--- config.mk ---
export PLATFORM = sky130hd
export DESIGN_NAME = stx_etx_bcc_frame_receiver_top
export DESIGN_NICKNAME = d
export VERILOG_FILES = /design/src/rtl/sebfr_pkg.sv /design/src/rtl/sebfr_ram.sv /design/src/rtl/stx_etx_bcc_frame_receiver_top.sv
export SDC_FILE = /design/constraint.sdc
export NUM_CORES = 1
export LEC_CHECK = 0
export BUFFER_PORTS_ARGS = -buffer_cell sky130_fd_sc_hd__buf_2
export CORE_ASPECT_RATIO = 1.1
export CORE_UTILIZATION = 64
export DETAILED_ROUTE_END_ITERATION = 7
export PLACE_DENSITY_LB_ADDON = 0.3
export SLEW_MARGIN = 20
export SYNTH_ARGS = -nofsm -noshare
export SYNTH_HDL_FRONTEND = slang
export SYNTH_SLANG_ARGS = --single-unit
--- constraint.sdc ---
create_clock -name clk -period 8.2 [get_ports clk]
set_clock_uncertainty 0.05 [all_clocks]
set_input_delay 1.64 -clock clk [delete_from_list [all_inputs] [get_ports clk]]
set_output_delay 1.64 -clock clk [all_outputs]
set_load 0.01 [all_outputs]
--- src/rtl/sebfr_pkg.sv ---
// ----------------------------------------------------------------------------
// sebfr_pkg
// shared types and constants of the stx/etx/bcc frame receiver
// ----------------------------------------------------------------------------
package sebfr_pkg;

	// framing characters
	localparam logic [7:0] CH_STX = 8'h02;
	localparam logic [7:0] CH_ETX = 8'h03;
	localparam logic [7:0] CH_F   = 8'h46;

	// default frame memory depth
	localparam int FRAME_DEPTH_DEF = 64;

	// default timeout in ticks
	localparam logic [15:0] TIMEOUT_DEF = 16'd100;

	// input word kinds
	localparam logic KIND_BYTE = 1'b0;
	localparam logic KIND_TICK = 1'b1;

	// result status codes
	localparam logic [1:0] ST_OK       = 2'd0;
	localparam logic [1:0] ST_BCC_ERR  = 2'd1;
	localparam logic [1:0] ST_NOT_MINE = 2'd2;
	localparam logic [1:0] ST_OVERFLOW = 2'd3;

	// configuration register indexes
	localparam logic REG_READER_ADDRESS = 1'b0;
	localparam logic REG_FRAME_TIMEOUT  = 1'b1;

	// receiver phase, one-hot
	typedef enum logic [3:0] {
		PH_HUNT  = 4'b0001,
		PH_BODY  = 4'b0010,
		PH_CHECK = 4'b0100,
		PH_SEND  = 4'b1000
	} phase_t;

endpackage

--- src/rtl/sebfr_ram.sv ---
// ----------------------------------------------------------------------------
// sebfr_ram
// generic single-clock ram, one write port and one registered read port
// ----------------------------------------------------------------------------
module sebfr_ram #(
	parameter int WIDTH = 8,
	parameter int DEPTH = 64,
	localparam int AW = (DEPTH > 1) ? $clog2(DEPTH) : 1
) (
	input  logic             clk,
	input  logic             wr_en,
	input  logic [AW-1:0]    wr_addr,
	input  logic [WIDTH-1:0] wr_data,
	input  logic             rd_en,
	input  logic [AW-1:0]    rd_addr,
	output logic [WIDTH-1:0] rd_data
);

	logic [WIDTH-1:0] mem_q [DEPTH];
	logic [WIDTH-1:0] rd_data_q;

	always_ff @(posedge clk) begin
		if (wr_en) begin
			mem_q[wr_addr] <= wr_data;
		end
		// read data holds while no read is issued
		if (rd_en) begin
			rd_data_q <= mem_q[rd_addr];
		end
	end

	assign rd_data = rd_data_q;

endmodule

--- src/rtl/stx_etx_bcc_frame_receiver_top.sv ---
// ----------------------------------------------------------------------------
// stx_etx_bcc_frame_receiver_top
// results: a status result enters the output register as its check byte is
//   taken; a payload run passes the phase, ram read and output registers, then
//   one word and one memory read a cycle while out_stall is low
// throughput: one input word a cycle unless in_stall; input stalls during a payload run
// reset: asynchronous, active low; frame memory contents are not cleared
// ----------------------------------------------------------------------------
module stx_etx_bcc_frame_receiver_top #(
	parameter int FRAME_DEPTH = sebfr_pkg::FRAME_DEPTH_DEF
) (
	input  logic        clk,
	input  logic        arst_n,
	// configuration write port
	input  logic        cfg_wr_en,
	input  logic        cfg_index,
	input  logic [15:0] cfg_data,
	// input channel
	input  logic        in_valid,
	output logic        in_stall,
	input  logic        kind,
	input  logic [7:0]  rx_byte,
	// result channel
	output logic        out_valid,
	input  logic        out_stall,
	output logic [1:0]  frame_status,
	output logic [7:0]  payload_byte,
	output logic        has_payload,
	output logic        last
);

	import sebfr_pkg::*;

	// count must reach the depth itself, address only depth-1
	localparam int CNT_W = $clog2(FRAME_DEPTH + 1);
	localparam int AW    = (FRAME_DEPTH > 1) ? $clog2(FRAME_DEPTH) : 1;
	localparam logic [CNT_W-1:0] DEPTH_C = CNT_W'(FRAME_DEPTH);
	localparam logic [CNT_W-1:0] ADDR_LEN = CNT_W'(2);

	// configuration registers
	logic [6:0]  reader_addr_q;
	logic [15:0] timeout_q;

	// frame state
	phase_t           phase_q;
	logic [CNT_W-1:0] cnt_q;
	logic [7:0]       xor_q;
	logic [15:0]      elapsed_q;
	logic             ovf_q;
	logic [7:0]       addr_hi_q;
	logic [7:0]       addr_lo_q;

	// payload read-out
	logic [CNT_W-1:0] rd_ptr_q;
	logic             pend_q;       // ram read data holds a payload word
	logic             pend_last_q;

	// output register
	logic       out_valid_q;
	logic [1:0] out_status_q;
	logic [7:0] out_byte_q;
	logic       out_has_q;
	logic       out_last_q;

	// handshake and decode
	logic       in_acc;
	logic       out_free;
	logic       byte_acc;
	logic       tick_acc;
	logic       timed_out;
	phase_t     eff_phase;

	// check byte evaluation
	logic       bcc_ok;
	logic       addr_ok;
	logic       hi_dec;
	logic       lo_dec;
	logic [6:0] addr_val;
	logic       start_send;
	logic       status_load;
	logic [1:0] status_code;

	// frame memory access
	logic          ram_wr_en;
	logic          ram_rd_en;
	logic [7:0]    ram_rd_data;
	logic          load_out;

	assign out_free = !out_valid_q || !out_stall;

	// no input while a payload run streams out; a check byte needs a free
	// output register
	assign in_stall = (phase_q == PH_SEND) || ((phase_q == PH_CHECK) && !out_free);

	assign in_acc   = in_valid && !in_stall;
	assign byte_acc = in_acc && (kind == KIND_BYTE);
	assign tick_acc = in_acc && (kind == KIND_TICK);

	// an expired frame is dropped silently and the byte is taken as hunting
	assign timed_out = (phase_q != PH_HUNT) && (elapsed_q >= timeout_q);
	assign eff_phase = timed_out ? PH_HUNT : phase_q;

	// address: two ascii digits or broadcast "FF"
	assign hi_dec   = (addr_hi_q >= 8'h30) && (addr_hi_q <= 8'h39);
	assign lo_dec   = (addr_lo_q >= 8'h30) && (addr_lo_q <= 8'h39);
	assign addr_val = 7'({addr_hi_q[3:0], 3'b000}) + 7'({addr_hi_q[3:0], 1'b0})
		+ 7'(addr_lo_q[3:0]);
	assign addr_ok  = (cnt_q >= ADDR_LEN) &&
		(((addr_hi_q == CH_F) && (addr_lo_q == CH_F)) ||
		 (hi_dec && lo_dec && (addr_val == reader_addr_q)));

	assign bcc_ok = ((xor_q ^ CH_ETX) == rx_byte);

	// status priority: overflow, check byte, address, empty payload
	always_comb begin
		priority if (ovf_q) begin
			status_code = ST_OVERFLOW;
		end else if (!bcc_ok) begin
			status_code = ST_BCC_ERR;
		end else if (!addr_ok) begin
			status_code = ST_NOT_MINE;
		end else begin
			status_code = ST_OK;
		end
	end

	assign start_send  = byte_acc && (eff_phase == PH_CHECK) && !ovf_q && bcc_ok &&
		addr_ok && (cnt_q > ADDR_LEN);
	assign status_load = byte_acc && (eff_phase == PH_CHECK) && !start_send;

	// body bytes go to the frame memory until it is full
	assign ram_wr_en = byte_acc && (eff_phase == PH_BODY) && (rx_byte != CH_ETX) &&
		(cnt_q < DEPTH_C);

	// read-out: a pending word moves to the output register when it is free,
	// the next read is issued once the pending slot empties in the same cycle
	assign load_out  = pend_q && out_free;
	assign ram_rd_en = (phase_q == PH_SEND) && (rd_ptr_q < cnt_q) && (!pend_q || load_out);

	sebfr_ram #(
		.WIDTH(8),
		.DEPTH(FRAME_DEPTH)
	) u_frame_ram (
		.clk    (clk),
		.wr_en  (ram_wr_en),
		.wr_addr(cnt_q[AW-1:0]),
		.wr_data(rx_byte),
		.rd_en  (ram_rd_en),
		.rd_addr(rd_ptr_q[AW-1:0]),
		.rd_data(ram_rd_data)
	);

	// configuration registers, to be written only while idle; the block does not enforce this
	always_ff @(posedge clk or negedge arst_n) begin
		if (!arst_n) begin
			reader_addr_q <= '0;
			timeout_q     <= TIMEOUT_DEF;
		end else if (cfg_wr_en) begin
			unique case (cfg_index)
				REG_READER_ADDRESS: reader_addr_q <= cfg_data[6:0];
				REG_FRAME_TIMEOUT:  timeout_q     <= cfg_data;
				default: ;
			endcase
		end
	end

	// frame control
	always_ff @(posedge clk or negedge arst_n) begin
		if (!arst_n) begin
			phase_q     <= PH_HUNT;
			cnt_q       <= '0;
			xor_q       <= '0;
			elapsed_q   <= '0;
			ovf_q       <= 1'b0;
			rd_ptr_q    <= '0;
			pend_q      <= 1'b0;
			pend_last_q <= 1'b0;
		end else begin
			// millisecond ticks count only inside an open frame, saturating
			if (tick_acc && (phase_q != PH_HUNT) && (elapsed_q != '1)) begin
				elapsed_q <= elapsed_q + 16'd1;
			end

			if (byte_acc) begin
				unique case (eff_phase)
					PH_HUNT: begin
						if (rx_byte == CH_STX) begin
							phase_q   <= PH_BODY;
							cnt_q     <= '0;
							xor_q     <= '0;
							elapsed_q <= '0;
							ovf_q     <= 1'b0;
						end else begin
							phase_q <= PH_HUNT;
						end
					end
					PH_BODY: begin
						if (rx_byte == CH_ETX) begin
							phase_q <= PH_CHECK;
						end else if (cnt_q < DEPTH_C) begin
							cnt_q <= cnt_q + CNT_W'(1);
							xor_q <= xor_q ^ rx_byte;
						end else begin
							ovf_q <= 1'b1;
						end
					end
					PH_CHECK: begin
						if (start_send) begin
							phase_q  <= PH_SEND;
							rd_ptr_q <= ADDR_LEN;
						end else begin
							phase_q <= PH_HUNT;
						end
					end
					default: phase_q <= phase_q;
				endcase
			end

			// payload read-out
			if (ram_rd_en) begin
				rd_ptr_q    <= rd_ptr_q + CNT_W'(1);
				pend_q      <= 1'b1;
				pend_last_q <= ((rd_ptr_q + CNT_W'(1)) == cnt_q);
			end else if (load_out) begin
				pend_q <= 1'b0;
			end
			if (load_out && pend_last_q) begin
				phase_q <= PH_HUNT;
			end
		end
	end

	// the two address bytes are kept beside the memory
	always_ff @(posedge clk) begin
		if (ram_wr_en && (cnt_q == CNT_W'(0))) begin
			addr_hi_q <= rx_byte;
		end
		if (ram_wr_en && (cnt_q == CNT_W'(1))) begin
			addr_lo_q <= rx_byte;
		end
	end

	// output register valid
	always_ff @(posedge clk or negedge arst_n) begin
		if (!arst_n) begin
			out_valid_q <= 1'b0;
		end else if (status_load || load_out) begin
			out_valid_q <= 1'b1;
		end else if (!out_stall) begin
			out_valid_q <= 1'b0;
		end
	end

	// output register payload
	always_ff @(posedge clk) begin
		if (status_load) begin
			out_status_q <= status_code;
			out_byte_q   <= '0;
			out_has_q    <= 1'b0;
			out_last_q   <= 1'b1;
		end else if (load_out) begin
			out_status_q <= ST_OK;
			out_byte_q   <= ram_rd_data;
			out_has_q    <= 1'b1;
			out_last_q   <= pend_last_q;
		end
	end

	assign out_valid    = out_valid_q;
	assign frame_status = out_status_q;
	assign payload_byte = out_byte_q;
	assign has_payload  = out_has_q;
	assign last         = out_last_q;

`ifndef SYNTHESIS
	// a pending read word exists only during a payload run
	a_pend_in_send: assert property (@(posedge clk) disable iff (!arst_n)
		pend_q |-> (phase_q == PH_SEND))
		else $error("read word pending outside payload run");

	// fill count never passes the memory depth
	a_cnt_bound: assert property (@(posedge clk) disable iff (!arst_n)
		cnt_q <= DEPTH_C)
		else $error("fill count beyond frame depth");

	// read pointer stays inside the stored frame
	a_ptr_bound: assert property (@(posedge clk) disable iff (!arst_n)
		(phase_q == PH_SEND) |-> (rd_ptr_q <= cnt_q))
		else $error("read pointer beyond stored bytes");

	// handing over the last payload word closes the frame
	a_last_closes: assert property (@(posedge clk) disable iff (!arst_n)
		(load_out && pend_last_q) |=> (phase_q == PH_HUNT) && !pend_q)
		else $error("payload run did not end after last word");
`endif

endmodule

==> run summary, run 1 <==
Sw Share: 0.2295
Status: finished, final reports clean
Most frequent cells in the layout: edfxtp_1, mux4_2, nor2_1
Finished Layout Cells: 1983
Register share of total power: 0.515
Vias in the first global route: 13590
Port-buffer cells: 44
Slew HR: 0.2737
FFs w/ async S/R, synth: 0.1118
Register-to-register setup slack: 3.51 ns
Hold Path Sink: payload_byte[4]$_SDFFE_PP0P_
Yosys warnings: 0
GR Util All Layers: 0.3097
Mapped Area: 25480 µm²
Post-place setup slack: 3.051 ns
Vias per cell: 6.902
Vias: 13690
Num Clock Sinks: 617
Placed wire-length estimate: 36030 µm
Max Freq: 213.1 MHz
Seq/Total Area, Yosys: 0.7098
Final worst path period share: 0.5723
Nets: 1495
Fillers: 2199
Cell-internal power: 5.364 mW
H-Tree Depth: 2
P&R area growth vs syn: 10.99%
Worst hold-check path type: reg2reg
Worst Slack Setup Final: 3.507 ns
Post-synth net total: 1435
Worst Hold Depth: 2
Remaining antenna violation count: 0
Dpl cell area: 26190 µm²
First-pass GRT wire length: 89250 µm
Synthesized flop and latch total: 617
WP data arrival: 4.89 ns
Initial core utilization: 0.6504
Hold_buf cts: 0
Cell taking the most area after synthesis: edfxtp_1
Comb power frac: 0.065
Reg-to-reg startpoint: elapsed_q[9]$_DFF_PN0_
Pins over their slew limit: 0
PostCTS Resize Cnt: 0
Post-CTS Setup Inserts: 0
Net Sw Power: 1.598 mW
Final setup viols: 0
Ports: 45
Design Area, Final: 28280 µm²
Period minus WS final: 4.693 ns
First-pass DRT Iterations: 6
Clock buffer count from CTS: 56
Reg2reg end: u_frame_ram.mem_q[34][3]$_DFFE_PP_
Final TNS setup: 0 ns
Area share of the largest cell type after synthesis: 0.6340
Initial antenna violation count: 3
Top_reg_cell synth: edfxtp_1
Wirelength, routed: 60250 µm
Largest net degree at the start of global routing: 70
Hold wc startpoint: payload_byte[4]$_SDFFE_PP0P_
Synth unique cells: 68
Worst Path Required: 8.39 ns
Hold WS: 0.4122 ns
RSZ-0062 raised after global routing: no
Die area: 40620 µm²
Clk slew on worst S/H paths: 0.07 ns
Initial DRC Count: 1698
R2R depth: 8
Crit path from: elapsed_q[9]$_DFF_PN0_
Clock network power share: 0.421
Final Hold Viols: 0
Layout Utilization: 0.7219
CTS max path bufs: 3
Die Ht: 211.3 µm
VDD IR max: 0.2334 mV
Avg WL per Cell: 30.38 µm
Core area: 39180 µm²
Die width: 192.3 µm
TritonCTS clock tree: yes
Total power: 6.962 mW
# DRC: 0
Max-cap check violation count: 0
CP Capture Type: register
Placement Rows: 76
Mapped Avg Cell Area: 18.65 µm²
Most common cell after layout, fill and taps aside: edfxtp_1
EDFF count, synth: 538
Clk_lat worst skew: 0.61 ns
Leak: 9.249 nW
Worst setup SP type: register
Share of cells above drive strength 1: 0.2524
GPL Wtd Cong: 0.9131
Placed Cells: 1875
Power Density: 246.2 nW/µm²
Critical path class: reg2reg
Crit Path Max Fanout: 20
Gr ovfl total: 0
Largest cells by area after synthesis: edfxtp_1, mux4_2, dfrtp_1, ha_1, nor2_1
Cell at the root of the clock tree: clkbuf_16
Worst slew pin tran: 1.086 ns
Mapped Cells: 1366
==> final cells by class <==
cell class | count | area (µm²) | area share
Sequential cell | 617 | 18100 | 0.6398
Multi-Input combinational cell | 659 | 6994 | 0.2473
Clock buffer | 59 | 1455 | 0.05145
Clock inverter | 47 | 638.1 | 0.02256
Tap cell | 507 | 634.4 | 0.02243
Timing Repair Buffer | 60 | 340.3 | 0.01203
Inverter | 32 | 120.1 | 0.004247
Antenna cell | 2 | 5.005 | 0.0001770
==> routing by layer <==
metal | share of wire | track usage
met5 | 0.00022 | 0
met2 | 0.48 | 0.4824
met4 | 0.044 | 0.1328
met1 | 0.38 | 0.4411
met3 | 0.096 | 0.04951
==> critical path, stage by stage, from the launching register on <==
cell and delay, ns:
dfrtp_1 0.44, ha_1 0.33, a21o_1 0.19, a221o_1 0.37, a21oi_1 0.20, and4_1 0.44, and3_2 0.49, nand4_1 0.91
nor2_1 0.91
==> cells in the mapped netlist (5+ instances only) <==
master	number
a21o_1	8
a21oi_1	28
and2_1	7
and3_1	7
and4_1	6
buf_1	11
buf_2	11
buf_4	9
clkbuf_1	25
dfrtp_1	65
dfxtp_1	10
edfxtp_1	538
ha_1	36
inv_1	30
mux2_2	23
mux4_2	168
nand2_1	50
nand2b_1	10
nand3_1	25
nand4_1	19
nor2_1	100
nor2b_1	20
nor3_1	10
nor4b_1	5
o21a_1	5
o21ai_0	34
xnor2_1	17
xor2_1	16
==> flip-flops by register name, summed over array words and instances, names as in the netlist <==
register             flops
ovf_q                    1
u_frame_ram.mem_q      512
u_frame_ram.rd_data      8
addr_lo_q                8
rd_ptr_q                 7
last                     1
xor_q                    8
out_valid                1
payload_byte             8
timeout_q               16
phase_q                  4
elapsed_q               16
pend_q                   1
addr_hi_q                8
frame_status             2
pend_last_q              1
cnt_q                    7
has_payload              1
reader_addr_q            7
==> worst max-delay path by stage <==
stage	slack, ns	cells after the start	end
4_1_cts	3.60	8	u_frame_ram.mem_q[34][0]$_DFFE_PP_
3_3_place_gp	3.19	6	u_frame_ram.mem_q[34][3]$_DFFE_PP_
3_5_place_dp	3.05	6	u_frame_ram.mem_q[34][3]$_DFFE_PP_
6_report	3.51	8	u_frame_ram.mem_q[34][3]$_DFFE_PP_
2_1_floorplan	4.45	8	u_frame_ram.mem_q[29][0]$_DFFE_PP_
5_1_grt	3.38	8	u_frame_ram.mem_q[34][0]$_DFFE_PP_
==> power groups by stage <==
| stage | registers [mW] | logic (mW) | clock network, mW |
|---|---|---|---|
| final | 3.58 | 0.452 | 2.93 |
| after global routing | 3.59 | 0.492 | 3.05 |
| after CTS | 3.58 | 0.446 | 2.95 |
| after detailed placement | 3.64 | 0.439 | 0 |
| after global placement | 3.64 | 0.428 | 0 |
| after floorplan | 3.60 | 0.297 | 0 |
==> cell families (layout without fill, tap and decap cells) <==
group	after synthesis	in the layout	synth area share
flip-flops	617	617	0.7098
AND/OR/NAND/NOR	287	287	0.05681
multiplexers	193	193	0.1594
AO/OA/AOI/OAI	108	108	0.02764
buffers and inverters	90	198	0.01571
adder cells (fa/ha/maj)	38	38	0.01925
XOR/XNOR	33	33	0.01134
other	0	2	0
(Power assumes the default switching activity.)
==> run 2: changes to the inputs <==
--- a/config.mk
+++ b/config.mk
@@ -7,7 +7,7 @@
 export LEC_CHECK = 0
 export BUFFER_PORTS_ARGS = -buffer_cell sky130_fd_sc_hd__buf_2
 export CORE_ASPECT_RATIO = 1.1
-export CORE_UTILIZATION = 64
+export CORE_UTILIZATION = 63
 export DETAILED_ROUTE_END_ITERATION = 7
 export PLACE_DENSITY_LB_ADDON = 0.3
 export SLEW_MARGIN = 20
==> constraint.sdc (replaced) <==
create_clock -name clk -period 4.65 [get_ports clk]
set_clock_uncertainty 0.05 [all_clocks]
set_input_delay 0.93 -clock clk [delete_from_list [all_inputs] [get_ports clk]]
set_output_delay 0.93 -clock clk [all_outputs]
set_load 0.01 [all_outputs]
==> run 2 against run 1 <==
Critical path depth unchanged. Final cell count is 3.5% higher. Global-route usage is 1.5 points lower. Die area increased by 1.6%. Hold slack worse by 0.026 ns. Wire length fell by 2.8%. Clock power is 61% higher. Power grew 69%. Design area grew 1.4%. Flip-flop and latch count unchanged. Non-clock buffer count up 73. Utilization increased by 0.34 points. Critical path type unchanged. Critical endpoint is now u_frame_ram.mem_q[63][1]$_DFFE_PP_. Largest cell class unchanged.
==> run summary, run 2 (synthesis gave the netlist of run 1 again) <==
Clk_lat worst skew: 0.63 ns
Max Used Layer: met5
Pins over their slew limit: 0
Crit Path Max Fanout: 20
First-pass DRT Iterations: 7
Fillers: 2273
Met3 wire length: 5217 µm
Worst Slack Setup Final: 0.4342 ns
Critical path class: reg2reg
Clk slew on worst S/H paths: 0.06 ns
Placement Rows: 76
Ports: 45
Port-buffer cells: 44
Gr ovfl total: 0
Final Hold Viols: 0
Slew HR: 0.3425
Layout Utilization: 0.7253
Die width: 193.8 µm
Worst setup SP type: register
CTS max path bufs: 3
Vias in the first global route: 13930
Biggest regs: u_frame_ram.mem_q x512, elapsed_q x16, timeout_q x16
Crit path cell chain: ha_1, a21o_1, a221o_1, a21oi_1, and4_1, and3_2, nand2_1, nor2_1
RSZ-0062 raised after global routing: no
PostCTS Resize Cnt: 0
Final setup viols: 0
Most common cell after layout, fill and taps aside: edfxtp_1
Period minus WS final: 4.216 ns
Clock buffer count from CTS: 57
Critical path's top delay family: simple AND/OR/NAND/NOR gates
Final worst path period share: 0.9066
H-Tree Depth: 2
Hold_buf cts: 0
CP Capture Type: register
Largest net degree at the start of global routing: 74
Final TNS setup: 0 ns
# DRC: 0
Cell at the root of the clock tree: clkbuf_16
Power Density: 410.9 nW/µm²
Vias per cell: 6.720
Max-cap check violation count: 0
Initial DRC Count: 1572
Vias: 13800
First-pass GRT wire length: 88040 µm
Remaining antenna violation count: 0
Leak: 9.592 nW
Most frequent cells in the layout: edfxtp_1, mux4_2, nor2_1
Die Ht: 212.9 µm
Num Clock Sinks: 617
VDD IR max: 0.3279 mV
Largest Register: u_frame_ram.mem_q
Worst path bufs/invs: 0
Slowest stage cell, crit path: nor2_1
Post-place setup slack: 0.4866 ns
Reg-to-reg startpoint: elapsed_q[9]$_DFF_PN0_
Placed wire-length estimate: 35100 µm
Crit path from: elapsed_q[9]$_DFF_PN0_
Wire length on met1: 22180 µm
Initial antenna violation count: 1
Status: finished, final reports clean
TritonCTS clock tree: yes
Wirelength, routed: 58550 µm
Avg WL per Cell: 28.52 µm
Max Freq: 237.2 MHz
Worst slew pin tran: 0.9862 ns
CP peak stage delay: 0.76 ns
P&R area growth vs syn: 12.60%
Post-CTS Setup Inserts: 0
Die area: 41260 µm²
GPL Wtd Cong: 0.8726
Max reg flops: 512
Initial core utilization: 0.6442
Worst Path Required: 4.85 ns
Share of cells above drive strength 1: 0.2788
Worst hold-check path type: in2async
Met2 wire len: 28710 µm
Core area: 39560 µm²
# diodes: 0
GR Util All Layers: 0.2942
Nets: 1569
WP data arrival: 4.42 ns
## run 2: metrics by stage
| stage | std cells | hold slack, ns | area, µm² | power, mW |
|---|---|---|---|---|
| 6_report | 2053 | 0.3864 | 28690 | 11.79 |
| 4_1_cts | 2053 | 0.3720 | 28690 | 11.85 |
| 3_5_place_dp | 1948 | 0.3956 | 26800 | 7.176 |
| 2_1_floorplan | 1366 | 0.4213 | 25480 | 6.876 |
| 3_3_place_gp | 1948 | 0.3912 | 26800 | 7.144 |
| 5_1_grt | 2053 | 0.4286 | 28690 | 12.14 |
## run 2: routing by layer
| layer | vias to the layer above | track usage |
|---|---|---|
| li1 | 5752 | - |
| met1 | 7092 | 0.3954 |
| met2 | 798 | 0.4828 |
| met3 | 152 | 0.05749 |
| met4 | 2 | 0.1181 |
| met5 | - | 0 |
## run 2: report_power, final
part | switching, mW | internal, mW
Sequential | 0.156 | 6.16
Combinational | 0.487 | 0.280
Clock | 2.01 | 2.70
Total | 2.65 | 9.14
## run 2: final cells by class
| type | count | area (µm²) | area share |
|---|---|---|---|
| Sequential cell | 617 | 18100 | 0.6307 |
| Multi-Input combinational cell | 659 | 6994 | 0.2438 |
| Tap cell | 507 | 634.4 | 0.02211 |
| Inverter | 32 | 120.1 | 0.004186 |
| Timing Repair Buffer | 133 | 950.9 | 0.03314 |
| Clock inverter | 32 | 339.1 | 0.01182 |
| Clock buffer | 73 | 1558 | 0.05429 |
## run 2: worst register-to-register path, stage by stage (launching register included)
cell and delay [ns]:
dfrtp_1 0.43, ha_1 0.34, a21o_1 0.20, a221o_1 0.37, a21oi_1 0.22, and4_1 0.41
and3_2 0.50, nand2_1 0.58, nor2_1 0.77
## run 2: final timing paths
kind,slack [ns],depth (start not counted),to
min in group clk,0.40,2,payload_byte[0]$_SDFFE_PP0P_
worst min-delay path,0.39,1,xor_q[1]$_DFFE_PN0P_
worst max-delay path,0.43,8,u_frame_ram.mem_q[63][1]$_DFFE_PP_
worst min register to register,0.40,2,payload_byte[0]$_SDFFE_PP0P_
worst max register to register,0.43,8,u_frame_ram.mem_q[63][1]$_DFFE_PP_
max in group asynchronous,3.17,2,phase_q[0]$_DFFE_PN1P_
